<file path="src/hw/rtl/bnlm_pkg.sv">
// Shared types, constants and weight tables of the Bayer non-local-means denoiser.
// Used by every module of the block; depends on nothing.
package bnlm_pkg;

  localparam int unsigned LINE_DEPTH = 8192;
  localparam int unsigned LINE_AW    = $clog2(LINE_DEPTH);
  localparam int unsigned PIX_BITS   = 12;
  localparam int unsigned DIM_W      = 13;
  localparam int unsigned WIN        = 11;
  localparam int unsigned LS_ROWS    = 10;
  localparam int unsigned FIFO_DEPTH = 4;
  localparam int unsigned FIFO_AW    = $clog2(FIFO_DEPTH);
  localparam int unsigned CFG_IDX_W  = 3;
  localparam int unsigned CFG_DATA_W = 20;

  localparam logic [CFG_IDX_W-1:0] CFG_ENABLE   = 3'd0;
  localparam logic [CFG_IDX_W-1:0] CFG_SIGMA    = 3'd1;
  localparam logic [CFG_IDX_W-1:0] CFG_STRENGTH = 3'd2;
  localparam logic [CFG_IDX_W-1:0] CFG_INV_KW   = 3'd3;
  localparam logic [CFG_IDX_W-1:0] CFG_WIDTH    = 3'd4;
  localparam logic [CFG_IDX_W-1:0] CFG_HEIGHT   = 3'd5;

  localparam logic OP_PIXEL = 1'b0;
  localparam logic OP_DRAIN = 1'b1;

  localparam logic [4:0] FAR_LAST  = 5'd17;
  localparam logic [3:0] NEAR_LAST = 4'd9;

  typedef logic [PIX_BITS-1:0] pix_t;
  typedef logic [WIN-1:0][WIN-1:0][PIX_BITS-1:0] win_t;

  localparam pix_t PIX_MAX = pix_t'((1 << PIX_BITS) - 1);

  typedef enum logic {KIND_PASS, KIND_NLM} kind_e;

  typedef struct packed {
    kind_e kind;
    pix_t  value;
  } job_t;

  typedef struct packed {
    logic        enable;
    logic [5:0]  sigma;
    logic [6:0]  strength;
    logic [19:0] inv_kw;
    logic [12:0] width;
    logic [12:0] height;
  } cfg_t;

  function automatic logic [7:0] near_weight(input logic [3:0] idx);
    logic [7:0] w;
    case (idx)
      4'd0: w = 8'd244;
      4'd1: w = 8'd220;
      4'd2: w = 8'd197;
      4'd3: w = 8'd180;
      4'd4: w = 8'd163;
      4'd5: w = 8'd148;
      4'd6: w = 8'd133;
      4'd7: w = 8'd120;
      4'd8: w = 8'd111;
      default: w = 8'd99;
    endcase
    return w;
  endfunction

  function automatic logic [7:0] far_weight(input logic [4:0] idx);
    logic [7:0] w;
    case (idx)
      5'd0:  w = 8'd85;
      5'd1:  w = 8'd70;
      5'd2:  w = 8'd57;
      5'd3:  w = 8'd47;
      5'd4:  w = 8'd39;
      5'd5:  w = 8'd32;
      5'd6:  w = 8'd26;
      5'd7:  w = 8'd21;
      5'd8:  w = 8'd18;
      5'd9:  w = 8'd15;
      5'd10: w = 8'd12;
      5'd11: w = 8'd10;
      5'd12: w = 8'd8;
      5'd13: w = 8'd7;
      5'd14: w = 8'd6;
      5'd15: w = 8'd3;
      5'd16: w = 8'd1;
      default: w = 8'd0;
    endcase
    return w;
  endfunction

endpackage

</file>
<file path="src/hw/rtl/bnlm_fifo.sv">
// Short job queue between the front and the back of the denoiser.
// Depends on bnlm_pkg for the job type and depth.
module bnlm_fifo (
  input  logic            clk_i,
  input  logic            rst_ni,
  input  logic            push_i,
  input  bnlm_pkg::job_t  job_i,
  input  logic            pop_i,
  output bnlm_pkg::job_t  job_o,
  output logic            full_o,
  output logic            empty_o
);
  import bnlm_pkg::*;

  job_t               mem_q [FIFO_DEPTH];
  logic [FIFO_AW-1:0] wptr_q, rptr_q;
  logic [FIFO_AW:0]   cnt_q;

  assign full_o  = (cnt_q == (FIFO_AW+1)'(FIFO_DEPTH));
  assign empty_o = (cnt_q == '0);
  assign job_o   = mem_q[rptr_q];

  always_ff @(posedge clk_i or negedge rst_ni) begin
    if (!rst_ni) begin
      wptr_q <= '0;
      rptr_q <= '0;
      cnt_q  <= '0;
    end else begin
      if (push_i) begin
        wptr_q <= (wptr_q == FIFO_AW'(FIFO_DEPTH-1)) ? '0 : wptr_q + 1'b1;
      end
      if (pop_i) begin
        rptr_q <= (rptr_q == FIFO_AW'(FIFO_DEPTH-1)) ? '0 : rptr_q + 1'b1;
      end
      if (push_i && !pop_i) begin
        cnt_q <= cnt_q + 1'b1;
      end else if (pop_i && !push_i) begin
        cnt_q <= cnt_q - 1'b1;
      end
    end
  end

  always_ff @(posedge clk_i) begin
    if (push_i) begin
      mem_q[wptr_q] <= job_i;
    end
  end

endmodule

</file>
<file path="config.mk">
export PLATFORM = sky130hd
export DESIGN_NAME = bnlm_fifo
export DESIGN_NICKNAME = d
export VERILOG_FILES = /design/src/hw/rtl/bnlm_pkg.sv /design/src/hw/rtl/bnlm_fifo.sv
export SDC_FILE = /design/constraint.sdc
export NUM_CORES = 1
export LEC_CHECK = 0
export BUFFER_PORTS_ARGS = -buffer_cell sky130_fd_sc_hd__buf_2
export CAP_MARGIN = 5
export CORE_UTILIZATION = 50
export CTS_BUF_LIST = sky130_fd_sc_hd__clkbuf_16
export DETAILED_ROUTE_END_ITERATION = 10
export PLACE_DENSITY_LB_ADDON = 0.05
export SLEW_MARGIN = 40
export SYNTH_ARGS = -nofsm -noshare
export SYNTH_HDL_FRONTEND = slang
export SYNTH_SLANG_ARGS = --single-unit
</file>
<file path="constraint.sdc">
create_clock -name clk_i -period 1.5 [get_ports clk_i]
set_clock_uncertainty 0.15 [all_clocks]
set_input_delay 0.075 -clock clk_i [delete_from_list [all_inputs] [get_ports clk_i]]
set_output_delay 0.075 -clock clk_i [all_outputs]
set_load 0.05 [all_outputs]
</file>
== Yosys cells after proc, flatten, opt, wreduce, memory -nomap -nowiden ==
Memory sizes are Yosys's and may differ from the RTL's.
Cells that the tools add are included.
Storage, ports and cells
  flip-flop bits (word level): 7
  bits in latches: 0
  memory bits (read-only): 0
  memory bits (writable): 52
  memories kept: 1
  input port bits: 17
Memory list
  mem_q: depth 4, bits a word 13, read ports 1, clocked after memory_dff 0, write ports 1, line bnlm_fifo.sv:15  | job_t mem_q [FIFO_DEPTH];
Cells by class
  muxes and demuxes: 6
  bitwise operators: 0
  shift operators: 0
  div/mod/pow operators: 0
  $add $sub $neg: 4
  magnitude comparators: 0
  multiply operators: 0
  reduce and logical (&&, ||, !) cells: 6
  equality and inequality tests: 3
Operators with widths (count)
  $mux 3: 2
  $add 2x1->2 const B: 2
  $eq 2x2->1 const B: 2
  $mux 2: 2
  $add 3x1->3 const B: 1
  $eq 3x3->1 const B: 1
  $logic_not 3->1: 1
  $sub 3x1->3 const B: 1
  $logic_and 1x1->1: 2
  $logic_not 1->1: 2
  $mux 1: 2
  $reduce_bool 2->1: 1

== Depth between registers and ports, before layout ==
  word-level depth: 4
  mapped depth: 7
  mapped depth without buffers: 7

== Least setup slack after synthesis ==
Ideal clock, no wire load.
  kind: flip-flop to output port
  start point: reg cnt_q[0]
  end point: out full_o
  stages on the path, launching flop included: 2
  required time: 1.275 ns
  arrival: 1.599 ns
  setup slack: -0.324 ns
  cells stage by stage: dfrtp_1 > nor3b_1
Between the ends
  cells in the longest elaborated chain, start to end: 1
Ends and longest elaborated chain
  start, declared: line bnlm_fifo.sv:17  | logic [FIFO_AW:0] cnt_q;
  start signal, assigned: line bnlm_fifo.sv:36  | cnt_q <= cnt_q + 1'b1;
  start signal, assigned: line bnlm_fifo.sv:38  | cnt_q <= cnt_q - 1'b1;
  $eq 3x3->1: line bnlm_fifo.sv:19  | assign full_o = (cnt_q == (FIFO_AW+1)'(FIFO_DEPTH));
  end, declared: line bnlm_fifo.sv:10  | output logic full_o,
No other way between the ends.

==> flow_summary.toml <==
[finish]
area_growth_pct = 43.31
fin_nets = 208
diodes = 0
layout-drive-gt1-share = 0.4656
num-fill-cells = 265
fin_area_um2 = 3324

[floorplanning]
die_h_um = 70.12
die-area_um2 = 4916
core-area_um2 = 4414
die_w_um = 70.12
initial_core_util = 0.5255
rows = 24
ioPinCount = 32

[clocking]
h-tree-depth = 3
cts_tree = "done"
cts_buffers = 9
numClockSinks = 59
clkTransAtPathRegs_ns = 0.05
clk_latency_ns = 0.32
cts_buffer_depth = 2
clockRootBuffer = "clkbuf_16"

[setup_path]
cp_max_fo = 7
start_kind = "flop"
worstPathRequired_ns = 1.27
worstSetupPathType = "reg -> out"
critical_path_arrival_ns = 1.59
crit_path_end_kind = "output port"

[detailed_routing]
antenna_left = 0
routedWlPerCell_um = 17.66
routed_via_density = 5.232
via_count = 1261
dr.pass1.iters = 4
drt-initial-drc-count = 72
wl_um = 4257
drcViolationCount = 0

[power]
peakVddDrop_mv = 1.573
totalPowerFinal_mw = 7.424
p_per_area_nw_per_um2 = 2233
cellLeakagePower_nw = 1.292

[timing]
fin_setup_tns_ns = -4.015
hold_viol = 0
finalCriticalPeriod_ns = 1.815
worst_slew_pin_slew_ns = 0.3533
post-route-period-util = 1.210
slew_viol_final = 0
fmax_mhz = 550.8
setup_violations = 13
slew-limit-headroom = 0.7637
layout_setup_ws_ns = -0.3154
rsz0062_at_grt = "true"

[placed_design]
dpl.hpwl_um = 2691
place_ws_ns = -0.03697
portBuffers = 31
finalWeightedCongestion = 0.6195
dpl_cell_area_um2 = 2689

[grt]
overflow = 0
grt_max_degree = 13
grt_pass1_vias = 1395
antenna_found_initial = 0
grt_pass1_wl_um = 6720
grt_use_total = 0.1940

[yosys]
synthCells = 105
ys_types = 20
syn_nets = 129
yosysSeqAreaShare = 0.7487
ys_seq_elements = 59
syn-mean-instance-area_um2 = 22.09
synth_area_um2 = 2320
yosysWarnings = 0

[flow_run]
maxCapViolCount = 0

[run_status]
violations = "setup timing"
outcome = "finished with violations"

[worst_hold_path]
hp-class = "in -> reg"
-- worst max-delay path: stages, from the launching register on --
cell and delay (ns):
dfrtp_1 0.41, buf_6 0.17, mux4_2 0.52, buf_6 0.17
-- routing by layer --
layer / track usage / wire, µm
met1: 0.2267 / 1644
met2: 0.3280 / 2319
met3: 0.04473 / 225
met4: 0.1133 / 68
met5: 0 / 0
-- cells by family after synthesis --
family / Yosys count / share of synthesized area
AOI/OAI and AO/OA: 3 / 0.008091
xor gates and xnor gates: 3 / 0.01133
adders and majority gates: 7 / 0.04099
buffers and inverters: 7 / 0.02211
DFF: 59 / 0.7487
muxes: 15 / 0.1440
and+or+nand+nor: 11 / 0.02481
-- final cells by class --
| class | instances | area (µm²) | share of cell area |
|---|---|---|---|
| Clock inverter | 7 | 107.6 | 0.03237 |
| Clock buffer | 9 | 225.2 | 0.06775 |
| Inverter | 4 | 15.01 | 0.004516 |
| Tap cell | 52 | 65.06 | 0.01957 |
| Sequential cell | 59 | 1737 | 0.5224 |
| Timing Repair Buffer | 71 | 634.4 | 0.1908 |
| Multi-Input combinational cell | 39 | 540.5 | 0.1626 |
-- cell usage after synthesis, drive strengths merged --
| cell | n | area share |
|---|---|---|
| mux4 | 13 | 0.13 |
| buf | 3 | 0.016 |
| nor3b | 1 | 0.0032 |
| nand2 | 2 | 0.0032 |
| xor2 | 2 | 0.0076 |
| fa | 1 | 0.0086 |
| mux2 | 2 | 0.0097 |
| dfrtp | 7 | 0.076 |
| inv | 4 | 0.0065 |
| nor3 | 2 | 0.0043 |
| xnor2 | 1 | 0.0038 |
| nor2 | 2 | 0.0032 |
| and2 | 4 | 0.011 |
| ha | 6 | 0.032 |
| a21o | 1 | 0.0038 |
| edfxtp | 52 | 0.67 |
| o21ai | 2 | 0.0043 |
-- report_power, final --
| part | internal (mW) | switching [mW] | leakage, nW |
|---|---|---|---|
| logic | 1.28 | 1.60 | 0.563 |
| registers | 2.14 | 0.149 | 0.561 |
| clock network | 1.60 | 0.655 | 0.168 |
| total | 5.02 | 2.40 | 1.29 |
-- worst paths after layout --
check                           from  cells past startpoint  slack, ns        end
setup reg to reg            cnt_q[0]                      4       0.05   cnt_q[2]
hold reg to reg             cnt_q[2]                      1       0.42   cnt_q[2]
setup / recovery           rptr_q[0]                      3      -0.32  job_o[10]
hold / removal                 pop_i                      4       0.06  rptr_q[0]
max in group asynchronous     rst_ni                      3       0.37  wptr_q[0]
min in group asynchronous     rst_ni                      3       0.57   cnt_q[1]
-- repair_timing --
item,4_1_cts,5_1_grt
hold endpoints to repair,62,0
hold buffers,18,0
cloned,0,0
endpoints found under the setup margin,16,38
gates resized for setup,31,13
pin swaps,0,1
setup buffers,0,2
-- cells in the final DEF (no fill, tap or decap), drive strengths merged, types with 3 or more instances in the layout --
master | netlist | routed
bufinv | 0 | 3
edfxtp | 52 | 52
clkinv | 0 | 3
dfrtp | 7 | 7
mux4 | 13 | 13
ha | 6 | 6
inv | 4 | 5
dlygate4sd3 | 0 | 18
buf | 3 | 53
and2 | 4 | 4
clkbuf | 0 | 9
-- sequential cells by signal (all words and copies together) (netlist names) --
name / count
rptr_q: 2
mem_q: 52
cnt_q: 3
wptr_q: 2
-- metrics by stage --
step	hold slack, ns	instances	utilization
after global placement	-0.2340	205	0.6091
final	0.05739	241	0.7531
after floorplan	-0.3706	105	-
after global routing	0.06842	241	0.7531
after detailed placement	-0.2291	205	0.6091
after CTS	0.04668	239	0.7387
Note: power is estimated with default switching activity, not from simulation.
