## src/hw/rtl/bnlm_pkg.sv

```systemverilog
// Shared types, constants and weight tables of the Bayer non-local-means denoiser.
// Used by every module of the block; depends on nothing.
package bnlm_pkg;

  localparam int unsigned LINE_DEPTH = 8192;
  localparam int unsigned LINE_AW    = $clog2(LINE_DEPTH);
  localparam int unsigned PIX_BITS   = 12;
  localparam int unsigned DIM_W      = 13;
  localparam int unsigned WIN        = 11;
  localparam int unsigned LS_ROWS    = 10;
  localparam int unsigned FIFO_DEPTH = 4;
  localparam int unsigned FIFO_AW    = $clog2(FIFO_DEPTH);
  localparam int unsigned CFG_IDX_W  = 3;
  localparam int unsigned CFG_DATA_W = 20;

  localparam logic [CFG_IDX_W-1:0] CFG_ENABLE   = 3'd0;
  localparam logic [CFG_IDX_W-1:0] CFG_SIGMA    = 3'd1;
  localparam logic [CFG_IDX_W-1:0] CFG_STRENGTH = 3'd2;
  localparam logic [CFG_IDX_W-1:0] CFG_INV_KW   = 3'd3;
  localparam logic [CFG_IDX_W-1:0] CFG_WIDTH    = 3'd4;
  localparam logic [CFG_IDX_W-1:0] CFG_HEIGHT   = 3'd5;

  localparam logic OP_PIXEL = 1'b0;
  localparam logic OP_DRAIN = 1'b1;

  localparam logic [4:0] FAR_LAST  = 5'd17;
  localparam logic [3:0] NEAR_LAST = 4'd9;

  typedef logic [PIX_BITS-1:0] pix_t;
  typedef logic [WIN-1:0][WIN-1:0][PIX_BITS-1:0] win_t;

  localparam pix_t PIX_MAX = pix_t'((1 << PIX_BITS) - 1);

  typedef enum logic {KIND_PASS, KIND_NLM} kind_e;

  typedef struct packed {
    kind_e kind;
    pix_t  value;
  } job_t;

  typedef struct packed {
    logic        enable;
    logic [5:0]  sigma;
    logic [6:0]  strength;
    logic [19:0] inv_kw;
    logic [12:0] width;
    logic [12:0] height;
  } cfg_t;

  function automatic logic [7:0] near_weight(input logic [3:0] idx);
    logic [7:0] w;
    case (idx)
      4'd0: w = 8'd244;
      4'd1: w = 8'd220;
      4'd2: w = 8'd197;
      4'd3: w = 8'd180;
      4'd4: w = 8'd163;
      4'd5: w = 8'd148;
      4'd6: w = 8'd133;
      4'd7: w = 8'd120;
      4'd8: w = 8'd111;
      default: w = 8'd99;
    endcase
    return w;
  endfunction

  function automatic logic [7:0] far_weight(input logic [4:0] idx);
    logic [7:0] w;
    case (idx)
      5'd0:  w = 8'd85;
      5'd1:  w = 8'd70;
      5'd2:  w = 8'd57;
      5'd3:  w = 8'd47;
      5'd4:  w = 8'd39;
      5'd5:  w = 8'd32;
      5'd6:  w = 8'd26;
      5'd7:  w = 8'd21;
      5'd8:  w = 8'd18;
      5'd9:  w = 8'd15;
      5'd10: w = 8'd12;
      5'd11: w = 8'd10;
      5'd12: w = 8'd8;
      5'd13: w = 8'd7;
      5'd14: w = 8'd6;
      5'd15: w = 8'd3;
      5'd16: w = 8'd1;
      default: w = 8'd0;
    endcase
    return w;
  endfunction

endpackage

```

## src/hw/rtl/bnlm_back.sv

```systemverilog
// Back of the denoiser: pops jobs, runs the iterative patch distance, weight and
// divide sequence on the window, and holds the output register. Depends on bnlm_pkg.
module bnlm_back (
  input  logic            clk_i,
  input  logic            rst_ni,
  input  bnlm_pkg::cfg_t  cfg_i,
  output logic            pop_o,
  input  bnlm_pkg::job_t  job_i,
  input  logic            empty_i,
  input  bnlm_pkg::win_t  win_i,
  output logic            done_o,
  output logic            out_valid_o,
  input  logic            out_stall_i,
  output bnlm_pkg::pix_t  pixel_out_o
);
  import bnlm_pkg::*;

  typedef enum logic [3:0] {
    S_IDLE, S_SETUP0, S_SETUP1, S_DIST, S_W1, S_W2, S_W3, S_W4,
    S_FIN0, S_FIN1, S_DIV, S_DONE
  } state_e;

  state_e      state_q;
  logic        out_valid_q;
  pix_t        out_pix_q, res_q;
  logic [12:0] ks_q, floor2_q;
  logic [17:0] ks2_q;
  logic [2:0]  ky_q, kx_q;
  logic [1:0]  ea_q, eb_q;
  logic        tail_q, sq_vld_q;
  logic [23:0] sq_q;
  logic [27:0] acc_q;
  logic        far_q, lo_q, hi_q, zero_q;
  logic [22:0] m_q;
  logic [42:0] prod_q;
  logic [7:0]  maxw_q;
  logic [12:0] totw_q;
  logic [19:0] wv_q;
  logic [24:0] totv_q;
  logic [12:0] rem_q;
  logic [24:0] quo_q;
  logic [4:0]  dcnt_q;

  logic        can_load, out_load;
  logic [3:0]  rp, cp, rq, cq, rc, cc;
  pix_t        pv, qv, diff, center;
  logic [23:0] sq;
  logic [27:0] pdist;
  logic [30:0] d5;
  logic [31:0] d10;
  logic [20:0] ks6;
  logic [22:0] ks22;
  logic [21:0] ks9;
  logic        far, lo, hi;
  logic [22:0] m, t;
  logic [7:0]  w;
  logic [24:0] totv_sum;
  logic [13:0] trial;
  logic        ge;
  logic [12:0] rem_n;
  logic [24:0] quo_n;
  logic [2:0]  nx, ny;
  logic [11:0] sig_sq;

  assign can_load    = !out_valid_q || !out_stall_i;
  assign pop_o       = (state_q == S_IDLE) && !empty_i && can_load;
  assign done_o      = (state_q == S_DONE) && can_load;
  assign out_load    = (pop_o && job_i.kind == KIND_PASS) || done_o;
  assign out_valid_o = out_valid_q;
  assign pixel_out_o = out_pix_q;

  assign rp     = 4'd4 + {2'b00, ea_q};
  assign cp     = 4'd4 + {2'b00, eb_q};
  assign rq     = {ky_q, 1'b0} + {2'b00, ea_q};
  assign cq     = {kx_q, 1'b0} + {2'b00, eb_q};
  assign rc     = {ky_q, 1'b1};
  assign cc     = {kx_q, 1'b1};
  assign pv     = win_i[rp][cp];
  assign qv     = win_i[rq][cq];
  assign center = win_i[rc][cc];
  assign diff   = (pv > qv) ? pv - qv : qv - pv;
  assign sq     = 24'(diff) * 24'(diff);

  assign pdist = (acc_q < 28'(floor2_q)) ? 28'(floor2_q) : acc_q;
  assign d5    = 31'(pdist) * 31'd5;
  assign d10   = 32'(pdist) * 32'd10;
  assign ks6   = 21'(ks2_q) * 21'd6;
  assign ks22  = 23'(ks2_q) * 23'd22;
  assign ks9   = 22'(ks2_q) * 22'd9;
  assign far   = pdist > 28'(ks2_q);
  assign lo    = far ? (d5 < 31'(ks6)) : (d10 < 32'(ks2_q));
  assign hi    = far ? (d5 >= 31'(ks22)) : (d10 >= 32'(ks9));
  assign m     = far ? d5[22:0] : d10[22:0];
  assign t     = prod_q[42:20];

  assign sig_sq = 12'(cfg_i.sigma) * 12'(cfg_i.sigma);

  always_comb begin
    if (zero_q) begin
      w = 8'd0;
    end else if (far_q) begin
      if (lo_q) begin
        w = far_weight(5'd0);
      end else if (hi_q || t < 23'd5 || t > 23'd22) begin
        w = far_weight(FAR_LAST);
      end else begin
        w = far_weight(5'(t - 23'd5));
      end
    end else begin
      if (lo_q) begin
        w = near_weight(4'd0);
      end else if (hi_q || t > 23'd9) begin
        w = near_weight(NEAR_LAST);
      end else begin
        w = near_weight(4'(t));
      end
    end
  end

  assign totv_sum = totv_q + 25'(wv_q);
  assign trial    = {rem_q, quo_q[24]};
  assign ge       = trial >= {1'b0, totw_q};
  assign rem_n    = ge ? 13'(trial - {1'b0, totw_q}) : trial[12:0];
  assign quo_n    = {quo_q[23:0], ge};

  always_comb begin
    nx = (kx_q == 3'd4) ? 3'd0 : kx_q + 3'd1;
    ny = (kx_q == 3'd4) ? ky_q + 3'd1 : ky_q;
    if (ny == 3'd2 && nx == 3'd2) begin
      nx = 3'd3;
    end
  end

  always_ff @(posedge clk_i or negedge rst_ni) begin
    if (!rst_ni) begin
      state_q     <= S_IDLE;
      out_valid_q <= 1'b0;
      out_pix_q   <= '0;
      res_q       <= '0;
      ks_q        <= '0;
      floor2_q    <= '0;
      ks2_q       <= '0;
      ky_q        <= '0;
      kx_q        <= '0;
      ea_q        <= '0;
      eb_q        <= '0;
      tail_q      <= 1'b0;
      sq_vld_q    <= 1'b0;
      sq_q        <= '0;
      acc_q       <= '0;
      far_q       <= 1'b0;
      lo_q        <= 1'b0;
      hi_q        <= 1'b0;
      zero_q      <= 1'b0;
      m_q         <= '0;
      prod_q      <= '0;
      maxw_q      <= '0;
      totw_q      <= '0;
      wv_q        <= '0;
      totv_q      <= '0;
      rem_q       <= '0;
      quo_q       <= '0;
      dcnt_q      <= '0;
    end else begin
      if (out_load) begin
        out_valid_q <= 1'b1;
      end else if (out_valid_q && !out_stall_i) begin
        out_valid_q <= 1'b0;
      end
      case (state_q)
        S_IDLE: begin
          if (pop_o) begin
            if (job_i.kind == KIND_PASS) begin
              out_pix_q <= job_i.value;
            end else begin
              state_q <= S_SETUP0;
            end
          end
        end
        S_SETUP0: begin
          ks_q     <= 13'(13'(cfg_i.sigma) * 13'(cfg_i.strength));
          floor2_q <= {sig_sq, 1'b0};
          state_q  <= S_SETUP1;
        end
        S_SETUP1: begin
          ks2_q    <= 18'((26'(ks_q) * 26'(ks_q)) >> 8);
          ky_q     <= '0;
          kx_q     <= '0;
          ea_q     <= '0;
          eb_q     <= '0;
          tail_q   <= 1'b0;
          sq_vld_q <= 1'b0;
          acc_q    <= '0;
          maxw_q   <= '0;
          totw_q   <= '0;
          totv_q   <= '0;
          state_q  <= S_DIST;
        end
        S_DIST: begin
          if (sq_vld_q) begin
            acc_q <= acc_q + 28'(sq_q);
          end
          if (tail_q) begin
            tail_q   <= 1'b0;
            sq_vld_q <= 1'b0;
            state_q  <= S_W1;
          end else begin
            sq_q     <= sq;
            sq_vld_q <= 1'b1;
            if (eb_q == 2'd2) begin
              eb_q <= '0;
              if (ea_q == 2'd2) begin
                ea_q   <= '0;
                tail_q <= 1'b1;
              end else begin
                ea_q <= ea_q + 2'd1;
              end
            end else begin
              eb_q <= eb_q + 2'd1;
            end
          end
        end
        S_W1: begin
          far_q   <= far;
          lo_q    <= lo;
          hi_q    <= hi;
          zero_q  <= (ks2_q == '0);
          m_q     <= m;
          state_q <= S_W2;
        end
        S_W2: begin
          prod_q  <= 43'(m_q) * 43'(cfg_i.inv_kw);
          state_q <= S_W3;
        end
        S_W3: begin
          if (w > maxw_q) begin
            maxw_q <= w;
          end
          totw_q  <= totw_q + 13'(w);
          wv_q    <= 20'(w) * 20'(center);
          state_q <= S_W4;
        end
        S_W4: begin
          totv_q <= totv_sum;
          acc_q  <= '0;
          if (ky_q == 3'd4 && kx_q == 3'd4) begin
            state_q <= S_FIN0;
          end else begin
            kx_q    <= nx;
            ky_q    <= ny;
            state_q <= S_DIST;
          end
        end
        S_FIN0: begin
          totw_q  <= totw_q + 13'(maxw_q);
          wv_q    <= 20'(maxw_q) * 20'(win_i[5][5]);
          state_q <= S_FIN1;
        end
        S_FIN1: begin
          totv_q <= totv_sum;
          if (totw_q == '0) begin
            res_q   <= win_i[5][5];
            state_q <= S_DONE;
          end else begin
            rem_q   <= '0;
            quo_q   <= totv_sum;
            dcnt_q  <= 5'd24;
            state_q <= S_DIV;
          end
        end
        S_DIV: begin
          rem_q <= rem_n;
          quo_q <= quo_n;
          if (dcnt_q == '0) begin
            res_q   <= (quo_n > 25'(PIX_MAX)) ? PIX_MAX : quo_n[PIX_BITS-1:0];
            state_q <= S_DONE;
          end else begin
            dcnt_q <= dcnt_q - 5'd1;
          end
        end
        S_DONE: begin
          if (can_load) begin
            out_pix_q <= res_q;
            state_q   <= S_IDLE;
          end
        end
        default: state_q <= S_IDLE;
      endcase
    end
  end

  a_div_nonzero: assert property (@(posedge clk_i) disable iff (!rst_ni)
    (state_q == S_DIV) |-> (totw_q != '0))
    else $error("divide started with zero total weight");

  a_tail_sum: assert property (@(posedge clk_i) disable iff (!rst_ni)
    (state_q == S_DIST && tail_q) |-> sq_vld_q)
    else $error("patch distance closed without its last term");

  a_pop_nonempty: assert property (@(posedge clk_i) disable iff (!rst_ni)
    !(pop_o && empty_i))
    else $error("job popped from an empty queue");

endmodule

```

## config.mk

```make
export PLATFORM = sky130hd
export DESIGN_NAME = bnlm_back
export DESIGN_NICKNAME = d
export VERILOG_FILES = /design/src/hw/rtl/bnlm_pkg.sv /design/src/hw/rtl/bnlm_back.sv
export SDC_FILE = /design/constraint.sdc
export NUM_CORES = 2
export LEC_CHECK = 0
export ABC_AREA = 1
export BUFFER_PORTS_ARGS = -buffer_cell sky130_fd_sc_hd__buf_2
export CAP_MARGIN = 25
export CORE_AREA = 2 2 600 602
export CTS_BUF_LIST = sky130_fd_sc_hd__clkbuf_2 sky130_fd_sc_hd__clkbuf_4 sky130_fd_sc_hd__clkbuf_8
export DETAILED_ROUTE_END_ITERATION = 10
export DIE_AREA = 0 0 602 604
export GPL_TIMING_DRIVEN = 0
export MAX_ROUTING_LAYER = met4
export PLACE_DENSITY = 0.38
export SYNTH_ARGS = -nofsm -noshare
export SYNTH_HDL_FRONTEND = slang
export SYNTH_SLANG_ARGS = --single-unit
```

## constraint.sdc

```tcl
create_clock -name clk_i -period 24.7 [get_ports clk_i]
set_input_delay 3.705 -clock clk_i [delete_from_list [all_inputs] [get_ports clk_i]]
set_output_delay 3.705 -clock clk_i [all_outputs]
set_load 0.005 [all_outputs]
```

# After elaboration in Yosys (flattened, before gate mapping)
# Memories as Yosys holds them, arrays and structs flattened.
# Index checks and enable logic that the tools add are counted.
dict set report op_classes {
  n_lt_le_gt_ge 19
  n_addsub 17
  shift 0
  mux 76
  n_div 0
  mul 12
  n_reduce_logical 42
  bitwise 2
  eq_ne 31
}
# operator count
set op_table {}
lappend op_table {{132-bit binary-select mux with 4-bit select} 2}
lappend op_table {{132-bit binary-select mux with 3-bit select} 1}
lappend op_table {{132-bit two-way mux} 2}
lappend op_table {{12-bit two-way mux} 10}
lappend op_table {{120-bit two-way mux} 1}
lappend op_table {{25-bit one-hot mux with 2 select lines} 2}
lappend op_table {{12-bit binary-select mux with 4-bit select} 2}
lappend op_table {{28-bit by 3-bit multiplier with 31-bit output (second input constant)} 2}
lappend op_table {{28-bit two-way mux} 2}
lappend op_table {{8-bit two-way mux} 7}
lappend op_table {{28-bit one-hot mux with 2 select lines} 1}
lappend op_table {{12-bit one-hot mux with 2 select lines} 2}
lappend op_table {{4-bit one-hot mux with 12 select lines} 1}
lappend op_table {{18-bit by 4-bit multiplier with 22-bit output (second input constant)} 2}
lappend op_table {{23-bit by 20-bit multiplier with 43-bit output} 1}
lappend op_table {{8-bit by 12-bit multiplier with 20-bit output} 2}
lappend op_table {{20-bit one-hot mux with 2 select lines} 1}
lappend op_table {{13-bit one-hot mux with 3 select lines} 1}
lappend op_table {{12-bit binary-select mux with 3-bit select} 1}
lappend op_table {{32-bit by 22-bit >= comparator with 1-bit output} 1}
lappend op_table {{32-bit by 18-bit < comparator with 1-bit output} 1}
lappend op_table {{31-bit by 23-bit >= comparator with 1-bit output} 1}
lappend op_table {{31-bit by 21-bit < comparator with 1-bit output} 1}
lappend op_table {{4-bit by 5-bit < comparator with 1-bit output (second input constant)} 6}
lappend op_table {{other kinds (62)} 146}
dict set report totals {
  romBits 352
  mem_count 2
  mem_bits_rw 0
  latchBits 0
  inputBits 1529
  register_bits 315
  wordCells 229
}
# memory depth width read_ports rd_clocked_by_memory_dff wr line_no
set mem_list {}
lappend mem_list {{(no name shown)} 32 7 1 0 0 bnlm_pkg.sv:69} ;# case (idx)
lappend mem_list {{(no name shown)} 16 8 1 0 0 bnlm_pkg.sv:52} ;# case (idx)

# Depth between registers and ports, before layout
dict set report depth {
  ltp_word 10
  ltp_mapped 52
}

# Worst setup path after synthesis
# Ideal clock, no wire load.
dict set report synth_path {
  kind {input port to flip-flop}
  start {in win_i[720] (netlist name)}
  end {reg sq_q[17]}
  arrival_ns 10.662
  required_ns 24.583
  path_stages 43
  path_slack_ns 13.920
  path_cell_list {clkbuf_1 > inv_1 > nand2_1 > o21ai_0 > o21ai_0 > nand3_1 > o211ai_1 > nand2_1 > nand2_1 > nand2_1 > nand2_1 > ha_1 > inv_1 > fa_1 > nand2_1 > nand2_2 > a21oi_2 > inv_2 > [7 not listed] > fa_1 > inv_1 > fa_1 > inv_1 > fa_1 > inv_1 > fa_1 > inv_1 > fa_1 > inv_1 > ha_1 > a21oi_1 > o21ai_1 > a21oi_1 > o21bai_1 > or2_2 > nand3_1 > nand2_1}
}
dict set report synth_between {
  elab_chain_cells 7
  word_cells_on_any_way 13
  cone_classes {add/sub (2); mul (1); order compare (1); mux (9)}
}
# item line_no
set synth_lines {}
lappend synth_lines {{from (decl)} bnlm_back.sv:10} ;# input bnlm_pkg::win_t win_i,
lappend synth_lines {{132-bit binary-select mux with 4-bit select (on tied branches)} {bnlm_back.sv:79, bnlm_back.sv:78}}
lappend synth_lines {{132-bit two-way mux (on tied branches)} {bnlm_back.sv:79, bnlm_back.sv:78}}
lappend synth_lines {{12-bit binary-select mux with 4-bit select (on tied branches)} {bnlm_back.sv:79, bnlm_back.sv:78}}
lappend synth_lines {{12-bit two-way mux (on tied branches)} {bnlm_back.sv:79, bnlm_back.sv:78}}
lappend synth_lines {{12-bit subtractor / 12-bit > comparator (equally long branches)} bnlm_back.sv:81} ;# assign diff = (pv > qv) ? pv - qv : qv - pv;
lappend synth_lines {{12-bit two-way mux (*)} bnlm_back.sv:81}
lappend synth_lines {{12-bit by 12-bit multiplier with 24-bit output (*)} bnlm_back.sv:82} ;# assign sq = 24'(diff) * 24'(diff);
lappend synth_lines {{to (signal assigned)} bnlm_back.sv:208} ;# sq_q <= sq;
lappend synth_lines {{to (decl)} bnlm_back.sv:31} ;# logic [23:0] sq_q;
# Every way passes the cells marked *; elsewhere a longest branch is shown, timed or not. The select of a mux whose other input is x is not followed.
# A chain may end at the register's enable or synchronous reset.

# Final worst setup path
dict set report layout_path {
  start {in win_i[720] (netlist name)}
  end {reg sq_q[20]}
}
# The elaborated chain is that of the path after synthesis.

==> flow_summary.yaml <==
global_route:
  grt_use_total: 0.4464
  grt_pass1_vias: 92200
  grt_start_max_net_pins: 106
  grt_pass1_wl_um: 1010000
  grt_antenna_before_repair: 764
  overflow: 0
clocking:
  cts-resized-gates: 0
  worstSkewPairLatency_ns: 0.82
  htree_levels: 3
  hold_buffers: 0
  cts_max_path_buffers: 3
  path_clk_slew_ns: 0.06
  cts_tree: "yes"
  postCtsSetupBuffers: 0
  cts_buffers: 71
  cts-root-buf: "clkbuf_8"
  cts.sinks: 293
sta:
  worst_clock_skew_ns: 0.08835
  tightest_slew_ns: 1.543
  tns_ns: 0
  min_period_over_period: 0.5689
  setup_viol: 0
  period_needed_ns: 14.05
  grt_setup_unrepaired: "false"
  fmax_mhz: 71.16
  slew-limit-headroom: -0.03949
  hold_viol_final: 0
  drv_slew: 2
die:
  die_w_um: 602
  core-area_mm2: 0.3576
  rows: 220
  design.die.area_mm2: 0.3636
  ios: 1544
  die_h_um: 604
  initial_core_util: 0.2098
outcome:
  violations: "capacitance limit, slew limit"
  outcome: "finished, violations left"
cells_and_area:
  fillCellCount: 41860
  regArea_mm2: 0.007332
  multi_input_area_mm2: 0.05832
  synthToLayoutAreaGrowth_pct: 29.20
  nets: 16130
  drive_above_1_share: 0.1574
route:
  vias: 101900
  viasPerCell: 5.122
  wl_met1_um: 298800
  dr.pass1.iters: 7
  drcViolationCount: 0
  final_antenna_net_count: 0
  dr_wl_met2_um: 313300
  top_layer: "met4"
  drtIter0Drc: 14740
  wire_per_inst_um: 41.11
  routed_wl_um: 817600
  met3_length_um: 114800
yosys:
  synth-main-ff-cell: "dfrtp_1"
  syn_nets: 14430
  syn_area_mm2: 0.07501
  ys.warnings.count: 0
  synth_edf_count: 0
  avgSynthCellArea_um2: 6.571
  synth_area_leaders: "fa_1 19%, nand2_1 14%, ha_1 13%"
  synth_area_leader_cell: "fa_1"
  yosysTopAreaCellShare: 0.1927
  synth_seq_cells: 293
  ys_seq_area_frac: 0.09774
  synth.distinct_cells: 70
  async_reset_ff_frac: 1.000
  netlist_instances: 11420
setup_path:
  path_buf_inv: 9
  startpoint_type: "primary input"
  cp_max_fo: 10
  slowest_delay_ns: 0.77
  path_delay_family: "adder cells"
  crit_type: "in2reg"
  worstSetupEndpointType: "register"
  cp_slowest_cell: "clkbuf_1"
  worst_ep_required_time_ns: 25.32
  cp_common_cell: "nand2_1"
  worstPathArrival_ns: 14.67
placed_design:
  routabilityCongestion: 1.175
  dp_hpwl_um: 709700
  portBuffers: 1505
hold_path:
  min_path_type: "reg2reg"
run:
  max_cap_viol_count: 1
## per-stage QoR
step | hold WS (ns) | utilization | std cells | worst slack, ns | area (µm²)
4_1_cts | 0.4833 | 0.2573 | 17940 | 11.16 | 92010
6_report | 0.4798 | 0.2711 | 19890 | 10.65 | 96920
3_5_place_dp | 0.4695 | 0.2528 | 17820 | 10.37 | 90390
5_1_grt | 0.4989 | 0.2702 | 19760 | 10.64 | 96600
3_3_place_gp | 0.4658 | 0.2476 | 17690 | 10.24 | 88520
2_1_floorplan | 0.4483 | - | 11420 | 13.92 | 75010
## final cells by class
cell class              count  share of cell area
plain buffers             587             0.02600
well taps                4773             0.06162
multi-input cells        8696              0.6018
diodes                   1944             0.05019
inverters                1839             0.07122
flip-flops and latches    293             0.07565
clock inverters            24            0.003189
clock buffers             101             0.01350
repair buffers           1630             0.09684
## worst paths after layout
| kind | startpoint | endpoint | slack [ns] | cells after the start |
|---|---|---|---|---|
| max | win_i[720] | sq_q[20] | 10.65 | 43 |
| min | prod_q[40] | prod_q[40] | 0.48 | 2 |
| max reg2reg | eb_q[1] | sq_q[20] | 11.50 | 45 |
| min reg2reg | prod_q[40] | prod_q[40] | 0.48 | 2 |
| max in group asynchronous | rst_ni | floor2_q[10] | 20.54 | 2 |
| min in group asynchronous | rst_ni | rem_q[12] | 2.87 | 1 |
## cells by family (layout without fill, tap and decap cells)
logic type	count (synthesis)	in the layout	synth area share
AO/OA/AOI/OAI	2356	2356	0.1814
other	0	1944	0
XOR/XNOR	178	178	0.02113
AND/OR/NAND/NOR	4637	4637	0.2496
adder cells (fa/ha/maj)	1481	1481	0.3193
buffers and inverters	2426	4181	0.1250
flip-flops	293	293	0.09774
multiplexers	44	44	0.005871
## metal layers
| layer | global-route usage | vias up |
|---|---|---|
| li1 | - | 42500 |
| met1 | 0.4866 | 49710 |
| met2 | 0.5862 | 7305 |
| met3 | 0.2275 | 2343 |
| met4 | 0.3990 | 0 |
| met5 | - | - |
## synth_stat cells, types with 13 or more instances
cell type and n:
nand3_1 506, o2111ai_1 13, buf_1 36, o31ai_1 31, inv_1 1811, o22ai_1 70
ha_1 759, o221ai_1 72, o21a_1 19, dfrtp_1 293, o21ai_0 1017, a31oi_1 73
nand2_1 2775, a32o_1 14, o21bai_1 25, clkbuf_1 357, nand3b_1 15, or2_2 38
a221oi_1 13, a21oi_1 642, inv_2 16, nand2_2 14, buf_2 186, nand4_1 111
o211ai_1 199, nor3_1 66, a211oi_1 34, xnor2_1 74, nor2_1 1070, fa_1 722
a21o_1 36, nor4_1 20, mux2i_1 44, xor2_1 102
## layout by cell type (no fill, tap or decap), types with 38 or more instances in the layout
cell	n
o221ai_1	72
nand2_1	2775
o211ai_1	199
mux2i_1	43
xnor2_1	73
clkbuf_8	88
or2_2	38
o21ai_0	1015
inv_1	1811
nor2_1	1069
a31oi_1	72
fa_1	722
diode_2	1944
nand4_1	111
o22ai_1	70
clkbuf_1	330
buf_2	1702
nand3_1	506
xor2_1	102
a21oi_1	642
ha_1	759
nor3_1	66
dfrtp_1	293
buf_8	69
## flip-flops by register name, summed over array words and instances, names as in the netlist, 12 cells and up
register / flops
res_q: 12
ks2_q: 18
sq_q: 23
prod_q: 23
totv_q: 25
wv_q: 20
pixel_out_o: 12
ks_q: 13
m_q: 23
totw_q: 13
quo_q: 25
rem_q: 13
acc_q: 28
## worst min-delay path, delay by kind of cell, from the launching register on
kind,cells,cell delay [ns]
DFF,1,0.34
and+or+nand+nor,2,0.11
Power is left out: the tool's default activity adds up to more than one toggle a clock period on the data nets, which glitch-free logic cannot reach.
